## config.mk

```make
export PLATFORM = sky130hd
export DESIGN_NAME = base64_stream_codec_top
export DESIGN_NICKNAME = d
export VERILOG_FILES = /design/src/hw/rtl/b64sc_pkg.sv /design/src/hw/rtl/b64sc_front.sv /design/src/hw/rtl/b64sc_queue.sv /design/src/hw/rtl/b64sc_back.sv /design/src/hw/rtl/base64_stream_codec_top.sv
export SDC_FILE = /design/constraint.sdc
export NUM_CORES = 1
export LEC_CHECK = 0
export BUFFER_PORTS_ARGS = -buffer_cell sky130_fd_sc_hd__buf_4
export CAP_MARGIN = 20
export CORE_MARGIN = 2
export CORE_UTILIZATION = 50
export DETAILED_ROUTE_END_ITERATION = 6
export PLACE_DENSITY = 0.78
export SYNTH_ARGS = -nofsm -noshare
export SYNTH_HDL_FRONTEND = slang
export SYNTH_SLANG_ARGS = --single-unit
```

## constraint.sdc

```tcl
create_clock -name i_clk -period 3.5 [get_ports i_clk]
set_input_delay 0.525 -clock i_clk [delete_from_list [all_inputs] [get_ports i_clk]]
set_output_delay 0.525 -clock i_clk [all_outputs]
set_load 0.1 [all_outputs]
```

## src/hw/rtl/b64sc_pkg.sv

```systemverilog
`timescale 1ns / 1ps
// ----------------------------------------------------------------------------
// Base64 stream codec package
// Shared types, constants and alphabet conversion functions.
// ----------------------------------------------------------------------------
package b64sc_pkg;

    localparam int QDEPTH = 4;
    localparam int QPTR_W = $clog2(QDEPTH);
    localparam int QCNT_W = $clog2(QDEPTH + 1);

    localparam logic [7:0] PAD_CHAR = 8'h3D;

    localparam logic MODE_ENCODE = 1'b0;
    localparam logic MODE_DECODE = 1'b1;

    typedef struct packed {
        logic [1:0]      last_idx;
        logic [3:0][7:0] chars;
        logic            data_valid;
        logic            stream_last;
        logic            err;
        logic            end_err;
    } t_packet;

    function automatic logic [7:0] sextet_to_char(input logic [5:0] s);
        logic [7:0] c;
        c = 8'h00;
        if (s < 6'd26) begin
            c = 8'h41 + {2'b00, s};
        end else if (s < 6'd52) begin
            c = 8'h61 + {2'b00, 6'(s - 6'd26)};
        end else if (s < 6'd62) begin
            c = 8'h30 + {2'b00, 6'(s - 6'd52)};
        end else if (s == 6'd62) begin
            c = 8'h2B;
        end else begin
            c = 8'h2F;
        end
        return c;
    endfunction

    // Returns {ok, sextet}; characters outside the alphabet give zero.
    function automatic logic [6:0] char_to_sextet(input logic [7:0] c);
        logic [6:0] r;
        r = 7'd0;
        if (c inside {[8'h41:8'h5A]}) begin
            r = {1'b1, 6'(c - 8'h41)};
        end else if (c inside {[8'h61:8'h7A]}) begin
            r = {1'b1, 6'(c - 8'h61 + 8'd26)};
        end else if (c inside {[8'h30:8'h39]}) begin
            r = {1'b1, 6'(c - 8'h30 + 8'd52)};
        end else if (c == 8'h2B) begin
            r = {1'b1, 6'd62};
        end else if (c == 8'h2F) begin
            r = {1'b1, 6'd63};
        end
        return r;
    endfunction

endpackage

```

## src/hw/rtl/b64sc_front.sv

```systemverilog
`timescale 1ns / 1ps
// ----------------------------------------------------------------------------
// Base64 stream codec front end
// Holds the mode and stream state, converts one accepted byte per cycle
// into a packet of up to four results.
// ----------------------------------------------------------------------------
module b64sc_front (
    input  logic               i_clk,
    input  logic               i_rst_n,
    input  logic               i_cfg_write,
    input  logic               i_cfg_mode,
    input  logic               i_accept,
    input  logic [7:0]         i_data_byte,
    input  logic               i_stream_last,
    output logic               o_pkt_valid,
    output b64sc_pkg::t_packet o_pkt
);

    logic       r_mode;
    logic [1:0] r_pos;
    logic [5:0] r_carry;
    logic       r_pad;
    logic       r_err;

    logic [1:0] n_pos;
    logic [5:0] n_carry;
    logic       n_pad;
    logic       n_err;

    logic [2:0] w_cnt;
    logic [6:0] w_dec;
    logic [5:0] w_v;

    always_comb begin
        n_pos   = r_pos;
        n_carry = r_carry;
        n_pad   = r_pad;
        n_err   = r_err;
        w_cnt   = 3'd0;
        w_dec   = b64sc_pkg::char_to_sextet(i_data_byte);
        w_v     = w_dec[5:0];
        o_pkt   = '0;
        o_pkt.data_valid  = 1'b1;
        o_pkt.stream_last = i_stream_last;
        if (r_mode == b64sc_pkg::MODE_ENCODE) begin
            case (r_pos)
                2'd1: begin
                    o_pkt.chars[0] = b64sc_pkg::sextet_to_char(
                        r_carry | {2'b00, i_data_byte[7:4]});
                    n_carry = {i_data_byte[3:0], 2'b00};
                    n_pos   = 2'd2;
                    w_cnt   = 3'd1;
                end
                2'd2: begin
                    o_pkt.chars[0] = b64sc_pkg::sextet_to_char(
                        r_carry | {4'b0000, i_data_byte[7:6]});
                    o_pkt.chars[1] = b64sc_pkg::sextet_to_char(i_data_byte[5:0]);
                    n_carry = 6'd0;
                    n_pos   = 2'd0;
                    w_cnt   = 3'd2;
                end
                default: begin
                    o_pkt.chars[0] = b64sc_pkg::sextet_to_char(i_data_byte[7:2]);
                    n_carry = {i_data_byte[1:0], 4'b0000};
                    n_pos   = 2'd1;
                    w_cnt   = 3'd1;
                end
            endcase
            if (i_stream_last && n_pos == 2'd1) begin
                o_pkt.chars[1] = b64sc_pkg::sextet_to_char(n_carry);
                o_pkt.chars[2] = b64sc_pkg::PAD_CHAR;
                o_pkt.chars[3] = b64sc_pkg::PAD_CHAR;
                w_cnt = 3'd4;
            end else if (i_stream_last && n_pos == 2'd2) begin
                o_pkt.chars[1] = b64sc_pkg::sextet_to_char(n_carry);
                o_pkt.chars[2] = b64sc_pkg::PAD_CHAR;
                w_cnt = 3'd3;
            end
            o_pkt.end_err = r_err;
        end else begin
            if (!r_pad) begin
                if (i_data_byte == b64sc_pkg::PAD_CHAR && r_pos[1]) begin
                    n_pad = 1'b1;
                end else begin
                    n_err = r_err | ~w_dec[6];
                    case (r_pos)
                        2'd0: begin
                            n_carry = w_v;
                        end
                        2'd1: begin
                            o_pkt.chars[0] = {r_carry, w_v[5:4]};
                            n_carry = {2'b00, w_v[3:0]};
                            w_cnt   = 3'd1;
                        end
                        2'd2: begin
                            o_pkt.chars[0] = {r_carry[3:0], w_v[5:2]};
                            n_carry = {4'b0000, w_v[1:0]};
                            w_cnt   = 3'd1;
                        end
                        default: begin
                            o_pkt.chars[0] = {r_carry[1:0], w_v};
                            n_carry = 6'd0;
                            w_cnt   = 3'd1;
                        end
                    endcase
                end
            end
            n_pos = 2'(r_pos + 2'd1);
            o_pkt.end_err = n_err | (n_pos != 2'd0);
            if (i_stream_last && w_cnt == 3'd0) begin
                o_pkt.data_valid = 1'b0;
                w_cnt = 3'd1;
            end
        end
        o_pkt.err      = n_err;
        o_pkt.last_idx = 2'(w_cnt - 3'd1);
        o_pkt_valid    = i_accept && (w_cnt != 3'd0);
    end

    always_ff @(posedge i_clk) begin
        if (!i_rst_n) begin
            r_mode  <= b64sc_pkg::MODE_ENCODE;
            r_pos   <= 2'd0;
            r_carry <= 6'd0;
            r_pad   <= 1'b0;
            r_err   <= 1'b0;
        end else if (i_cfg_write) begin
            r_mode  <= i_cfg_mode;
            r_pos   <= 2'd0;
            r_carry <= 6'd0;
            r_pad   <= 1'b0;
            r_err   <= 1'b0;
        end else if (i_accept) begin
            if (i_stream_last) begin
                r_pos   <= 2'd0;
                r_carry <= 6'd0;
                r_pad   <= 1'b0;
                r_err   <= 1'b0;
            end else begin
                r_pos   <= n_pos;
                r_carry <= n_carry;
                r_pad   <= n_pad;
                r_err   <= n_err;
            end
        end
    end

endmodule

```

## src/hw/rtl/b64sc_queue.sv

```systemverilog
`timescale 1ns / 1ps
// ----------------------------------------------------------------------------
// Base64 stream codec packet queue
// Short first-in first-out queue of packets between front and back end.
// ----------------------------------------------------------------------------
module b64sc_queue (
    input  logic               i_clk,
    input  logic               i_rst_n,
    input  logic               i_wr,
    input  b64sc_pkg::t_packet i_pkt,
    input  logic               i_rd,
    output b64sc_pkg::t_packet o_pkt,
    output logic               o_full,
    output logic               o_empty
);

    b64sc_pkg::t_packet r_mem [b64sc_pkg::QDEPTH];

    logic [b64sc_pkg::QPTR_W-1:0] r_wr_ptr;
    logic [b64sc_pkg::QPTR_W-1:0] r_rd_ptr;
    logic [b64sc_pkg::QCNT_W-1:0] r_count;

    logic w_wr;
    logic w_rd;

    assign o_full  = (r_count == b64sc_pkg::QCNT_W'(b64sc_pkg::QDEPTH));
    assign o_empty = (r_count == '0);
    assign w_wr    = i_wr && !o_full;
    assign w_rd    = i_rd && !o_empty;
    assign o_pkt   = r_mem[r_rd_ptr];

    always_ff @(posedge i_clk) begin
        if (w_wr) begin
            r_mem[r_wr_ptr] <= i_pkt;
        end
    end

    always_ff @(posedge i_clk) begin
        if (!i_rst_n) begin
            r_wr_ptr <= '0;
            r_rd_ptr <= '0;
            r_count  <= '0;
        end else begin
            if (w_wr) begin
                r_wr_ptr <= r_wr_ptr + b64sc_pkg::QPTR_W'(1);
            end
            if (w_rd) begin
                r_rd_ptr <= r_rd_ptr + b64sc_pkg::QPTR_W'(1);
            end
            if (w_wr && !w_rd) begin
                r_count <= r_count + b64sc_pkg::QCNT_W'(1);
            end else if (w_rd && !w_wr) begin
                r_count <= r_count - b64sc_pkg::QCNT_W'(1);
            end
        end
    end

endmodule

```

## src/hw/rtl/b64sc_back.sv

```systemverilog
`timescale 1ns / 1ps
// ----------------------------------------------------------------------------
// Base64 stream codec back end
// Unpacks queued packets into single results and holds the output register.
// ----------------------------------------------------------------------------
module b64sc_back (
    input  logic               i_clk,
    input  logic               i_rst_n,
    input  logic               i_q_empty,
    input  b64sc_pkg::t_packet i_pkt,
    output logic               o_q_rd,
    input  logic               i_pop,
    output logic               o_empty,
    output logic [7:0]         o_out_byte,
    output logic               o_data_valid,
    output logic               o_run_last,
    output logic               o_stream_end,
    output logic               o_format_error
);

    logic       r_valid;
    logic [1:0] r_idx;
    logic [7:0] r_byte;
    logic       r_dv;
    logic       r_run_last;
    logic       r_end;
    logic       r_ferr;

    logic w_load;
    logic w_final;

    assign w_load  = !i_q_empty && (!r_valid || i_pop);
    assign w_final = (r_idx == i_pkt.last_idx);
    assign o_q_rd  = w_load && w_final;

    always_ff @(posedge i_clk) begin
        if (!i_rst_n) begin
            r_valid <= 1'b0;
            r_idx   <= 2'd0;
        end else begin
            if (w_load) begin
                r_valid <= 1'b1;
                r_idx   <= w_final ? 2'd0 : 2'(r_idx + 2'd1);
            end else if (i_pop) begin
                r_valid <= 1'b0;
            end
        end
    end

    always_ff @(posedge i_clk) begin
        if (w_load) begin
            r_byte     <= i_pkt.data_valid ? i_pkt.chars[r_idx] : 8'h00;
            r_dv       <= i_pkt.data_valid;
            r_run_last <= w_final;
            r_end      <= w_final && i_pkt.stream_last;
            r_ferr     <= (w_final && i_pkt.stream_last) ? i_pkt.end_err : i_pkt.err;
        end
    end

    assign o_empty        = !r_valid;
    assign o_out_byte     = r_byte;
    assign o_data_valid   = r_dv;
    assign o_run_last     = r_run_last;
    assign o_stream_end   = r_end;
    assign o_format_error = r_ferr;

endmodule

```

## src/hw/rtl/base64_stream_codec_top.sv

```systemverilog
`timescale 1ns / 1ps
// ----------------------------------------------------------------------------
// Base64 stream codec top level
// Streaming Base64 encoder and decoder with the standard alphabet.
//
//   Channel   Direction  Handshake            Payload
//   input     in         push / full          i_data_byte, i_stream_last
//   result    out        empty / pop          o_out_byte, o_data_valid,
//                                             o_run_last, o_stream_end,
//                                             o_format_error
//   config    in         valid / ready        i_cfg_mode
//
// One input byte can be taken in every cycle while the packet queue has room.
// Each result leaves through the output register at one per cycle while pop
// is held, so an encode item that ends the stream gives up to four results.
// A result passes through the packet queue and then the output register after
// its item is taken. Reset is synchronous and clears mode and stream state;
// stalls on the result side back up through the four-entry queue to full.
// ----------------------------------------------------------------------------
module base64_stream_codec_top (
    input  logic       i_clk,
    input  logic       i_rst_n,
    input  logic       push,
    output logic       full,
    input  logic [7:0] i_data_byte,
    input  logic       i_stream_last,
    output logic       empty,
    input  logic       pop,
    output logic [7:0] o_out_byte,
    output logic       o_data_valid,
    output logic       o_run_last,
    output logic       o_stream_end,
    output logic       o_format_error,
    input  logic       valid,
    output logic       ready,
    input  logic       i_cfg_mode
);

    logic               w_accept;
    logic               w_pkt_valid;
    b64sc_pkg::t_packet w_pkt_in;
    b64sc_pkg::t_packet w_pkt_out;
    logic               w_q_full;
    logic               w_q_empty;
    logic               w_q_rd;

    assign ready    = 1'b1;
    assign full     = w_q_full;
    assign w_accept = push && !w_q_full;

    b64sc_front u_front (
        .i_clk         (i_clk),
        .i_rst_n       (i_rst_n),
        .i_cfg_write   (valid && ready),
        .i_cfg_mode    (i_cfg_mode),
        .i_accept      (w_accept),
        .i_data_byte   (i_data_byte),
        .i_stream_last (i_stream_last),
        .o_pkt_valid   (w_pkt_valid),
        .o_pkt         (w_pkt_in)
    );

    b64sc_queue u_queue (
        .i_clk   (i_clk),
        .i_rst_n (i_rst_n),
        .i_wr    (w_pkt_valid),
        .i_pkt   (w_pkt_in),
        .i_rd    (w_q_rd),
        .o_pkt   (w_pkt_out),
        .o_full  (w_q_full),
        .o_empty (w_q_empty)
    );

    b64sc_back u_back (
        .i_clk          (i_clk),
        .i_rst_n        (i_rst_n),
        .i_q_empty      (w_q_empty),
        .i_pkt          (w_pkt_out),
        .o_q_rd         (w_q_rd),
        .i_pop          (pop),
        .o_empty        (empty),
        .o_out_byte     (o_out_byte),
        .o_data_valid   (o_data_valid),
        .o_run_last     (o_run_last),
        .o_stream_end   (o_stream_end),
        .o_format_error (o_format_error)
    );

    a_end_is_run_last : assert property (
        @(posedge i_clk) disable iff (!i_rst_n)
        (!empty && o_stream_end) |-> o_run_last
    ) else $error("Stream end transfer without run_last");

    a_status_only_final : assert property (
        @(posedge i_clk) disable iff (!i_rst_n)
        (!empty && !o_data_valid) |-> (o_run_last && o_stream_end && o_out_byte == 8'h00)
    ) else $error("Status-only transfer that does not end the stream");

    a_back_moves : assert property (
        @(posedge i_clk) disable iff (!i_rst_n)
        (!w_q_empty && empty) |=> !empty
    ) else $error("Output register stayed empty while packets were queued");

endmodule
```

======== Word level (Yosys, flattened, before mapping) ========
Memory sizes are Yosys's and may differ from the RTL's. A register that Yosys moved wholly into a read port is not among the register bits.
Cells that the tools add are included.
storage, ports and cells
  output and inout bits ................... 15
  memories kept ........................... 1
  input port bits ......................... 15
  RAM bits ................................ 144
  flip-flop bits (word level) ............. 33
  word-level logic and storage cells ...... 209
memory list
  memory         depth  width  read ports  clocked after Yosys merged registers in  wr ports  line               source
  u_queue.r_mem  4      36     1           1                                        1         b64sc_queue.sv:17  b64sc_pkg::t_packet r_mem [b64sc_pkg::QDEPTH];
cells by class
  order comparisons ....................... 22
  bitwise logic cells ..................... 6
  $add $sub $neg .......................... 37
  reduce and logical (&&, ||, !) cells .... 33
  equal/unequal tests ..................... 16
  multiplexer cells ....................... 79
operator list
  operator                                                            count
  2-to-1 mux 8 bit                                                    20
  adder 7 x 6 -> 8 bit (first input constant)                         10
  < comparator 6 bit (second input constant)                          10
  subtractor 6 bit (second input constant)                            7
  2-to-1 mux 3 bit                                                    13
  2-to-1 mux 6 bit                                                    6
  adder 6 x 6 -> 7 bit (first input constant)                         5
  2-to-1 mux 7 bit                                                    5
  == test 6 bit (second input constant)                               5
  < comparator 6 x 5 -> 1 bit (second input constant)                 5
  subtractor 6 x 5 -> 6 bit (second input constant)                   5
  == test 8 x 6 -> 1 bit (second input constant)                      3
  one-hot mux 8 bit (3 select lines)                                  1
  2-to-1 mux 22 bit                                                   1
  2-to-1 mux 1 bit                                                    18
  one-hot mux 6 bit (3 select lines)                                  1
  binary-select mux 8 bit (select 2 bit)                              1
  greater-or-equal comparator 8 x 7 -> 1 bit (second input constant)  2
  less-or-equal comparator 8 x 7 -> 1 bit (second input constant)     2
  logical AND 1 bit                                                   16
  2-to-1 mux 16 bit                                                   1
  2-to-1 mux 2 bit                                                    8
  one-hot mux 8 bit (2 select lines)                                  1
  2-to-1 mux 14 bit                                                   1
  30 further kinds                                                    46

======== Logic depth before layout (Yosys ltp) ========
Gate-level depths: netlist of the first run.
  depth after elaboration ................. 16
  gate-level depth with buffers ........... 15
  mapped depth without buffers ............ 14

======== By module ========
From an unflattened synthesis of the first run, not the netlist that was laid out.
unflattened totals
  cell total of the unflattened synthesis .. 881
  area, all modules ....................... 10885.4 µm²
modules (own cells, without submodules)
  module                   cells an instance  instances  seq. area each (µm²)  area each (µm²)
  b64sc_queue              246                1          4744.6                5980.7
  b64sc_front              577                1          220.2                 4057.6
  b64sc_back               55                 1          420.4                 822.0
  base64_stream_codec_top  3                  1          0.0                   25.0

======== Worst setup path after synthesis of the first run ========
Ideal clock, no wire load.
  kind .................................... reg2reg
  start point ............................. reg u_queue.r_count[0] (netlist bit)
  end point ............................... reg u_queue.r_count[2] (netlist bit)
  library setup time ...................... 0.076 ns
  slack ................................... -0.911 ns
  buffers on the path ..................... 1
  stages on the path, launching flop included .. 11
  clock period less this slack ............ 4.411 ns
  data arrival time ....................... 4.336 ns
  required time ........................... 3.424 ns
  cell sequence ........................... dfxtp_1 -> nor3b_1 -> nand2b_1 -> clkbuf_1 -> a21oi_1 -> ha_1 -> inv_1 -> fa_1 -> xor2_1 -> or3_1 -> a21boi_0
between the ends
  cells in the longest elaborated chain, start to end .. 8
  elaborated cells on any way between the ends .. 19
  classes of those cells .................. add/sub (2); eq/ne (1); mux (2); reduce/logical (14)
ends and longest elaborated chain
  what                                 line                                              source
  start: declaration                   b64sc_queue.sv:21                                 logic [b64sc_pkg::QCNT_W-1:0] r_count;
  start signal: assignment             b64sc_queue.sv:51                                 r_count <= r_count + b64sc_pkg::QCNT_W'(1);
  start signal: assignment             b64sc_queue.sv:53                                 r_count <= r_count - b64sc_pkg::QCNT_W'(1);
  == test 3 bit (*)                    b64sc_queue.sv:26                                 assign o_full = (r_count == b64sc_pkg::QCNT_W'(b64sc_pkg::QDEPTH));
  named net full                       base64_stream_codec_top.sv:24                     output logic full,
  zero test 1 bit (*)                  b64sc_queue.sv:28, base64_stream_codec_top.sv:49
  logical AND 1 bit                    base64_stream_codec_top.sv:49                     assign w_accept = push && !w_q_full;
  logical AND 1 bit                    b64sc_front.sv:117                                o_pkt_valid = i_accept && (w_cnt != 3'd0);
  logical AND 1 bit (*)                b64sc_queue.sv:28                                 assign w_wr = i_wr && !o_full;
  named net u_queue.w_wr               b64sc_queue.sv:23                                 logic w_wr;
  zero test 1 bit                      b64sc_queue.sv:52                                 end else if (w_rd && !w_wr) begin
  logical AND 1 bit                    b64sc_queue.sv:52
  nonzero test 2 bit (no source line)  n/a
The timed path passes the listed nets; every way through them passes the cells marked *. The select of a mux whose other input is x is not followed.
A chain may end at the register's enable or synchronous reset.

======== Worst setup path in the final report of the first run ========
  start point ............................. reg u_front.r_pos[0]
  end point ............................... reg u_queue.r_count[2] (netlist bit)
between the ends
  cells in the longest elaborated chain, start to end .. 15
  elaborated cells on any way between the ends .. 28
  classes of those cells .................. eq/ne (4); mux (12); reduce/logical (12)
ends and longest elaborated chain
  what                                 line                source
  start: declaration                   b64sc_front.sv:20   logic [1:0] r_pos;
  start signal: assignment             b64sc_front.sv:140  r_pos <= n_pos;
  zero test 2 bit                      b64sc_front.sv:86   case (r_pos)
  2-to-1 mux 1 bit                     b64sc_front.sv:86
  2-to-1 mux 3 bit                     b64sc_front.sv:82   if (i_data_byte == b64sc_pkg::PAD_CHAR && r_pos[1]) begin
  2-to-1 mux 3 bit                     b64sc_front.sv:81   if (!r_pad) begin
  2-to-1 mux 3 bit                     b64sc_front.sv:45   if (r_mode == b64sc_pkg::MODE_ENCODE) begin
  zero test 3 bit                      b64sc_front.sv:110  if (i_stream_last && w_cnt == 3'd0) begin
  logical AND 1 bit                    b64sc_front.sv:110
  2-to-1 mux 3 bit                     b64sc_front.sv:110
  2-to-1 mux 3 bit (*)                 b64sc_front.sv:45
  nonzero test 3 bit (*)               b64sc_front.sv:117
  logical AND 1 bit (*)                b64sc_front.sv:117
  logical AND 1 bit (*)                b64sc_queue.sv:28
  named net u_queue.w_wr               b64sc_queue.sv:23
  zero test 1 bit                      b64sc_queue.sv:52
  logical AND 1 bit                    b64sc_queue.sv:52
  nonzero test 2 bit (no source line)  n/a
Marked as above.

==> results_dict.tcl, run 1 <==
set metrics [dict create \
    antenna_found_initial 0 \
    worst_slew_pin_slew_ns 0.692 \
    drive_gt1_frac 0.170 \
    crit_type "flop to flop" \
    layout_setup_ws_ns 0.239 \
    cp_max_fo 9 \
    clock_latency_ns 0.41 \
    synth_flop_cell "edfxtp_1" \
    ios 30 \
    synth_commonest_cells "108 x edfxtp_1, 59 x ha_1, 55 x a21oi_1, 54 x nand2_1, 50 x nor2_1" \
    max_slew_margin 0.534 \
    path_clk_slew_ns 0.05 \
    fin_crit_ns 3.26 \
    area_growth_pct 14.3 \
    core_mm2 0.0167 \
    status "finished clean" \
    hold_class "primary input to flop" \
    port-buffer-count 28 \
    netlist_area_mm2 0.00859 \
    setup.worst_path.start_class "flop" \
    synth_top_cell_area_share 0.377 \
    rows 47 \
    async_reset_ff_frac 0 \
    syn_area_per_cell_um2 10.5 \
    route.detailed.wl_per_inst_um 20.0 \
    crit_arrival_ns 3.58 \
    dieArea_mm2 0.0183 \
    post_cts.repair.setup_buffers 0 \
    ir_worst_vdd_uv 614 \
    power.switching_mw 2.12 \
    maxCapViolCount 0 \
    dp_cells 1065 \
    fillers 1416 \
    cp-end-kind "flop" \
    cts_inserted_buffers 17 \
    totalPowerFinal_mw 5.84 \
    seq_area_frac_synth 0.431 \
    required_ns 3.82 \
    grt.busiest_layer "met2" \
    fin_util 0.588 \
    final_hold_viol_count 0 \
    hold_slack_ns 0.382 \
    clk_path_buf_depth 2 \
    switching_share 0.363 \
    fin_cells 1097 \
    final_nets 939 \
    die_y_um 135 \
    synthTopCellsByArea "edfxtp_1 38%, ha_1 8.6%, mux4_2 5.8%" \
    routed_wl_mm 22.0 \
    synth_cells 815 \
    routed-via-count 6750 \
    clock_sinks 131 \
    cts_root_buf "clkbuf_16" \
    fmax_mhz 307 \
    yosysMostFrequentCell "edfxtp_1" \
    pwr-share-comb 0.360 \
    grt_use_met3 0.0383 \
    overflow 0 \
    rsz0062_at_grt "false" \
    synth_area_leader_cell "edfxtp_1" \
    final_max_slew_viol_count 0 \
    syn_nets 890 \
    grt_usage 0.250 \
    viasPerCell 6.15 \
    use_met1 0.332 \
    hpwl_mm 15.5 \
    dr.pass1.iters 7 \
    die_w_um 135 \
    drc 0 \
    initial_core_util 0.515 \
    grt_max_degree 26 \
    cellPowerDensity_mw_per_mm2 595 \
    grt_pass1_vias 6547 \
    seqPwrFrac 0.356 \
    dr.first_iter.drc_count 767 \
    internal_power_mw 3.72 \
    antenna_left 0 \
    final-setup-viol-count 0 \
    leakage_nw 3.60 \
    dp_slack_ns -0.0415 \
    place.gp.congestion 0.959 \
    ys_ff_latch 131 \
    yosysWarningCount 0 \
    ys_types 75 \
    synth_edf_count 108 \
    global_route.usage.met2 0.423 \
    grt_pass1_wl_mm 35.4 \
    clkPwrFrac 0.284 \
    hold_buffers 0 \
    antennaDiodeCount 0 \
    fin_skew_ns 0.00980 \
    timing.final.crit_share 0.932 \
    cts_tree "built" \
    ctsResizeCount 0 \
    cts.htree.levels 4 \
]
## registers in the layout, indices dropped and copies added (netlist names), 2 cells and up, named ones only
name / flops
u_queue.r_wr_ptr: 2
u_queue.r_rd_ptr: 2
u_queue.r_mem: 96
u_back.r_idx: 2
u_queue.r_count: 3
u_back.o_out_byte: 8
u_front.r_carry: 6
u_front.r_pos: 2
## cell type report
type                       count  area, µm²  share of cell area
clock buffer                  21        440              0.0448
clock inverter                11        113              0.0115
inverter                      39        146              0.0149
multi-input combinational    597       4560               0.464
sequential                   131       3700               0.377
tap                          220        275              0.0280
timing repair buffer          78        586              0.0596
## logic make-up after synthesis
kind of cell               count (synthesis)  synth area share
other                                      1          0.000436
xor gates and xnor gates                  49            0.0499
DFF                                      131             0.431
AOI/OAI and AO/OA                        213             0.164
and+or+nand+nor                          230             0.139
buffers and inverters                     87            0.0399
muxes                                     44            0.0876
adders and majority gates                 60            0.0882
## critical path, stage by stage, from the launching register on
cell and delay (ns):
dfxtp_1 0.44, inv_1 0.13, ha_1 0.43, nor2_1 0.46, nand2_1 0.17, a21oi_2 0.19
ha_1 0.22, inv_1 0.06, fa_1 0.38, xor2_1 0.17, or3_1 0.32, a21boi_0 0.20
## layer usage
layer,part of all wire,routed length [µm]
met2,0.50,10900
met5,0,0
met3,0.053,1150
met4,0.026,579
met1,0.43,9340
## power groups by stage
| stage | combinational, mW | clock, mW | sequential (mW) |
|---|---|---|---|
| floorplan | 1.11 | 0 | 2.60 |
| global placement | 2.04 | 0 | 2.10 |
| detailed placement | 2.09 | 0 | 2.11 |
| CTS | 2.11 | 1.68 | 2.09 |
| global route | 2.25 | 1.75 | 2.11 |
| finish | 2.10 | 1.66 | 2.08 |
## cell usage in the layout, fill, tap and decap left out, types with 16 or more instances in the layout
master       n
nor2_1      50
inv_1       37
buf_4       78
o21ai_0     46
xor2_1      19
nand3_1     17
edfxtp_1   108
mux2i_1     16
mux4_2      22
ha_1        59
xnor2_1     30
dfxtp_1     23
clkbuf_16   17
nand2_1     54
a21oi_1     54
nor3_1      19
## worst paths after layout
| check | startpoint | cells after the start | slack, ns | endpoint |
|---|---|---|---|---|
| setup reg to reg | u_front.r_pos[0] | 11 | 0.24 | u_queue.r_count[2] |
| hold reg to reg | u_queue.r_count[2] | 2 | 0.55 | u_queue.r_count[2] |
| setup / recovery | u_front.r_pos[0] | 11 | 0.24 | u_queue.r_count[2] |
| hold / removal | i_cfg_mode | 3 | 0.38 | u_front.r_mode |
## per-stage QoR
step	instance area (µm²)	TNS, ns
6_report	9820	0
5_1_grt	9820	0
4_1_cts	9820	0
3_5_place_dp	9270	-0.166
3_3_place_gp	9270	0
2_1_floorplan	8600	0
No activity file was read; power rests on OpenSTA's default activity.
==> run 2, diff against run 1 <==
CORE_UTILIZATION = 45   (was 50)
PLACE_DENSITY = 0.72   (was 0.78)
==> results_dict.tcl, run 2 (synthesis gave the netlist of run 1 again) <==
set metrics [dict create \
    cp-end-kind "flop" \
    core_mm2 0.0187 \
    use_met1 0.285 \
    hold_path_depth 3 \
    dp_cells 1085 \
    setup.worst_path.start_class "flop" \
    clock_sinks 131 \
    timing.rr.start "u_front.r_pos[1]" \
    status "finished clean" \
    layout_setup_ws_ns 0.382 \
    dr.first_iter.drc_count 705 \
    r2r_end "u_queue.r_mem[0][15]" \
    clk_path_buf_depth 2 \
    fin_skew_ns 0.0101 \
    leakage_nw 3.65 \
    grt_pass1_wl_mm 34.0 \
    die_y_um 142 \
    timing.final.crit_share 0.891 \
    antennaDiodeCount 0 \
    fmax_mhz 321 \
    fin_setup_tns_ns 0 \
    cellPowerDensity_mw_per_mm2 598 \
    path_cells "inv_1 > ha_1 > buf_4 > nand2_1 > nor2_1 > inv_1 > ha_1 > nor3_1 > a221oi_1 > o31ai_1 > a21oi_1" \
    grt_usage 0.215 \
    cts_inserted_buffers 17 \
    fin_util 0.531 \
    dieArea_mm2 0.0202 \
    drive_gt1_frac 0.179 \
    cp-startpoint "u_front.r_pos[1]" \
    ios 30 \
    port-buffer-count 28 \
    routed-via-count 6705 \
    cp_max_fo 6 \
    route.detailed.wl_per_inst_um 18.9 \
    crit_type "flop to flop" \
    required_ns 3.62 \
    clock_latency_ns 0.41 \
    grt.busiest_layer "met2" \
    largest_reg_flops 96 \
    final_hold_viol_count 0 \
    multi_input_area_mm2 0.00456 \
    rows 50 \
    final_area_mm2 0.00992 \
    hold_class "primary input to flop" \
    hold_slack_ns 0.370 \
    grt_use_met3 0.0326 \
    rrSetupSlack_ns 0.38 \
    antenna_found_initial 0 \
    maxCapViolCount 0 \
    cts_tree "built" \
    dr.pass1.iters 7 \
    final_nets 945 \
    viasPerCell 6.00 \
    routed_wl_mm 21.1 \
    overflow 0 \
    die_w_um 142 \
    seqCellArea_mm2 0.00370 \
    ir_worst_vdd_uv 333 \
    cts_root_buf "clkbuf_16" \
    ctsResizeCount 0 \
    drc 0 \
    final_common_cell "edfxtp_1" \
    cpPeakStageDelay_ns 0.57 \
    holdPathEnd "u_front.r_mode" \
    final_max_slew_viol_count 0 \
    regMostFlops "u_queue.r_mem" \
    final-setup-viol-count 0 \
    global_route.usage.met2 0.360 \
    min_from "i_cfg_mode" \
    cpMaxStageDelayCell "nor3_1" \
    post_dp_cell_area_mm2 0.00933 \
    path_clk_slew_ns 0.05 \
    place.gp.congestion 0.966 \
    totalPowerFinal_mw 5.93 \
    fin_cells 1117 \
    fillers 1607 \
    final_cell_mix "108 x edfxtp_1, 84 x buf_4, 59 x ha_1" \
    rsz0062_at_grt "false" \
    max_slew_margin 0.494 \
    post_cts.repair.setup_buffers 0 \
    dp_slack_ns 0.128 \
    fin_crit_ns 3.12 \
    worst-r2r-cell-count 11 \
    initial_core_util 0.459 \
    hpwl_mm 15.3 \
    grt_pass1_vias 6322 \
    area_growth_pct 15.5 \
    grt_max_degree 25 \
    cts.htree.levels 4 \
    hold_buffers 0 \
    antenna_left 0 \
    worst_slew_pin_slew_ns 0.758 \
    crit_arrival_ns 3.24 \
]
run 2: cell count changes in the layout (fill, tap and decap cells not counted):
cell        previous run  this run
clkbuf_1               4         2
clkinv_4               1         5
clkinv_2               5         4
bufinv_16              2         3
clkinvlp_4             2         1
buf_4                 78        84
clkinv_1               3         2
run 2: cell type report:
| class | instances | share of cell area |
|---|---|---|
| Tap cell | 234 | 0.0295 |
| Sequential cell | 131 | 0.373 |
| Clock inverter | 13 | 0.0163 |
| Timing Repair Buffer | 84 | 0.0635 |
| Inverter | 39 | 0.0148 |
| Clock buffer | 19 | 0.0436 |
| Multi-Input combinational cell | 597 | 0.459 |
run 2: layer usage:
layer	up-vias	part of all wire
li1	3179	-
met1	3244	0.44
met2	236	0.49
met3	46	0.049
met4	0	0.024
met5	-	0
run 2: where the power goes:
group	switching, mW	total, mW	leakage, nW	internal (mW)
combinational	1.39	2.10	2.18	0.709
sequential	0.0916	2.08	1.19	1.99
clock	0.639	1.76	0.291	1.12
run 2: worst max path at each step:
stage | depth (start not counted) | end
3_5_place_dp | 12 | u_queue.r_mem[3][4]
6_report | 11 | u_queue.r_mem[0][15]
5_1_grt | 11 | u_queue.r_mem[3][15]
2_1_floorplan | 15 | u_queue.r_count[2]
3_3_place_gp | 12 | u_queue.r_mem[0][6]
4_1_cts | 11 | u_queue.r_mem[0][15]
run 2: critical path: cells and delay by family (launching register included):
family / cells / cell delay, ns
adder cells (fa/ha/maj): 2 / 0.60
buffers and inverters: 3 / 0.43
flip-flops: 1 / 0.47
AO/OA/AOI/OAI: 3 / 0.53
AND/OR/NAND/NOR: 3 / 0.80
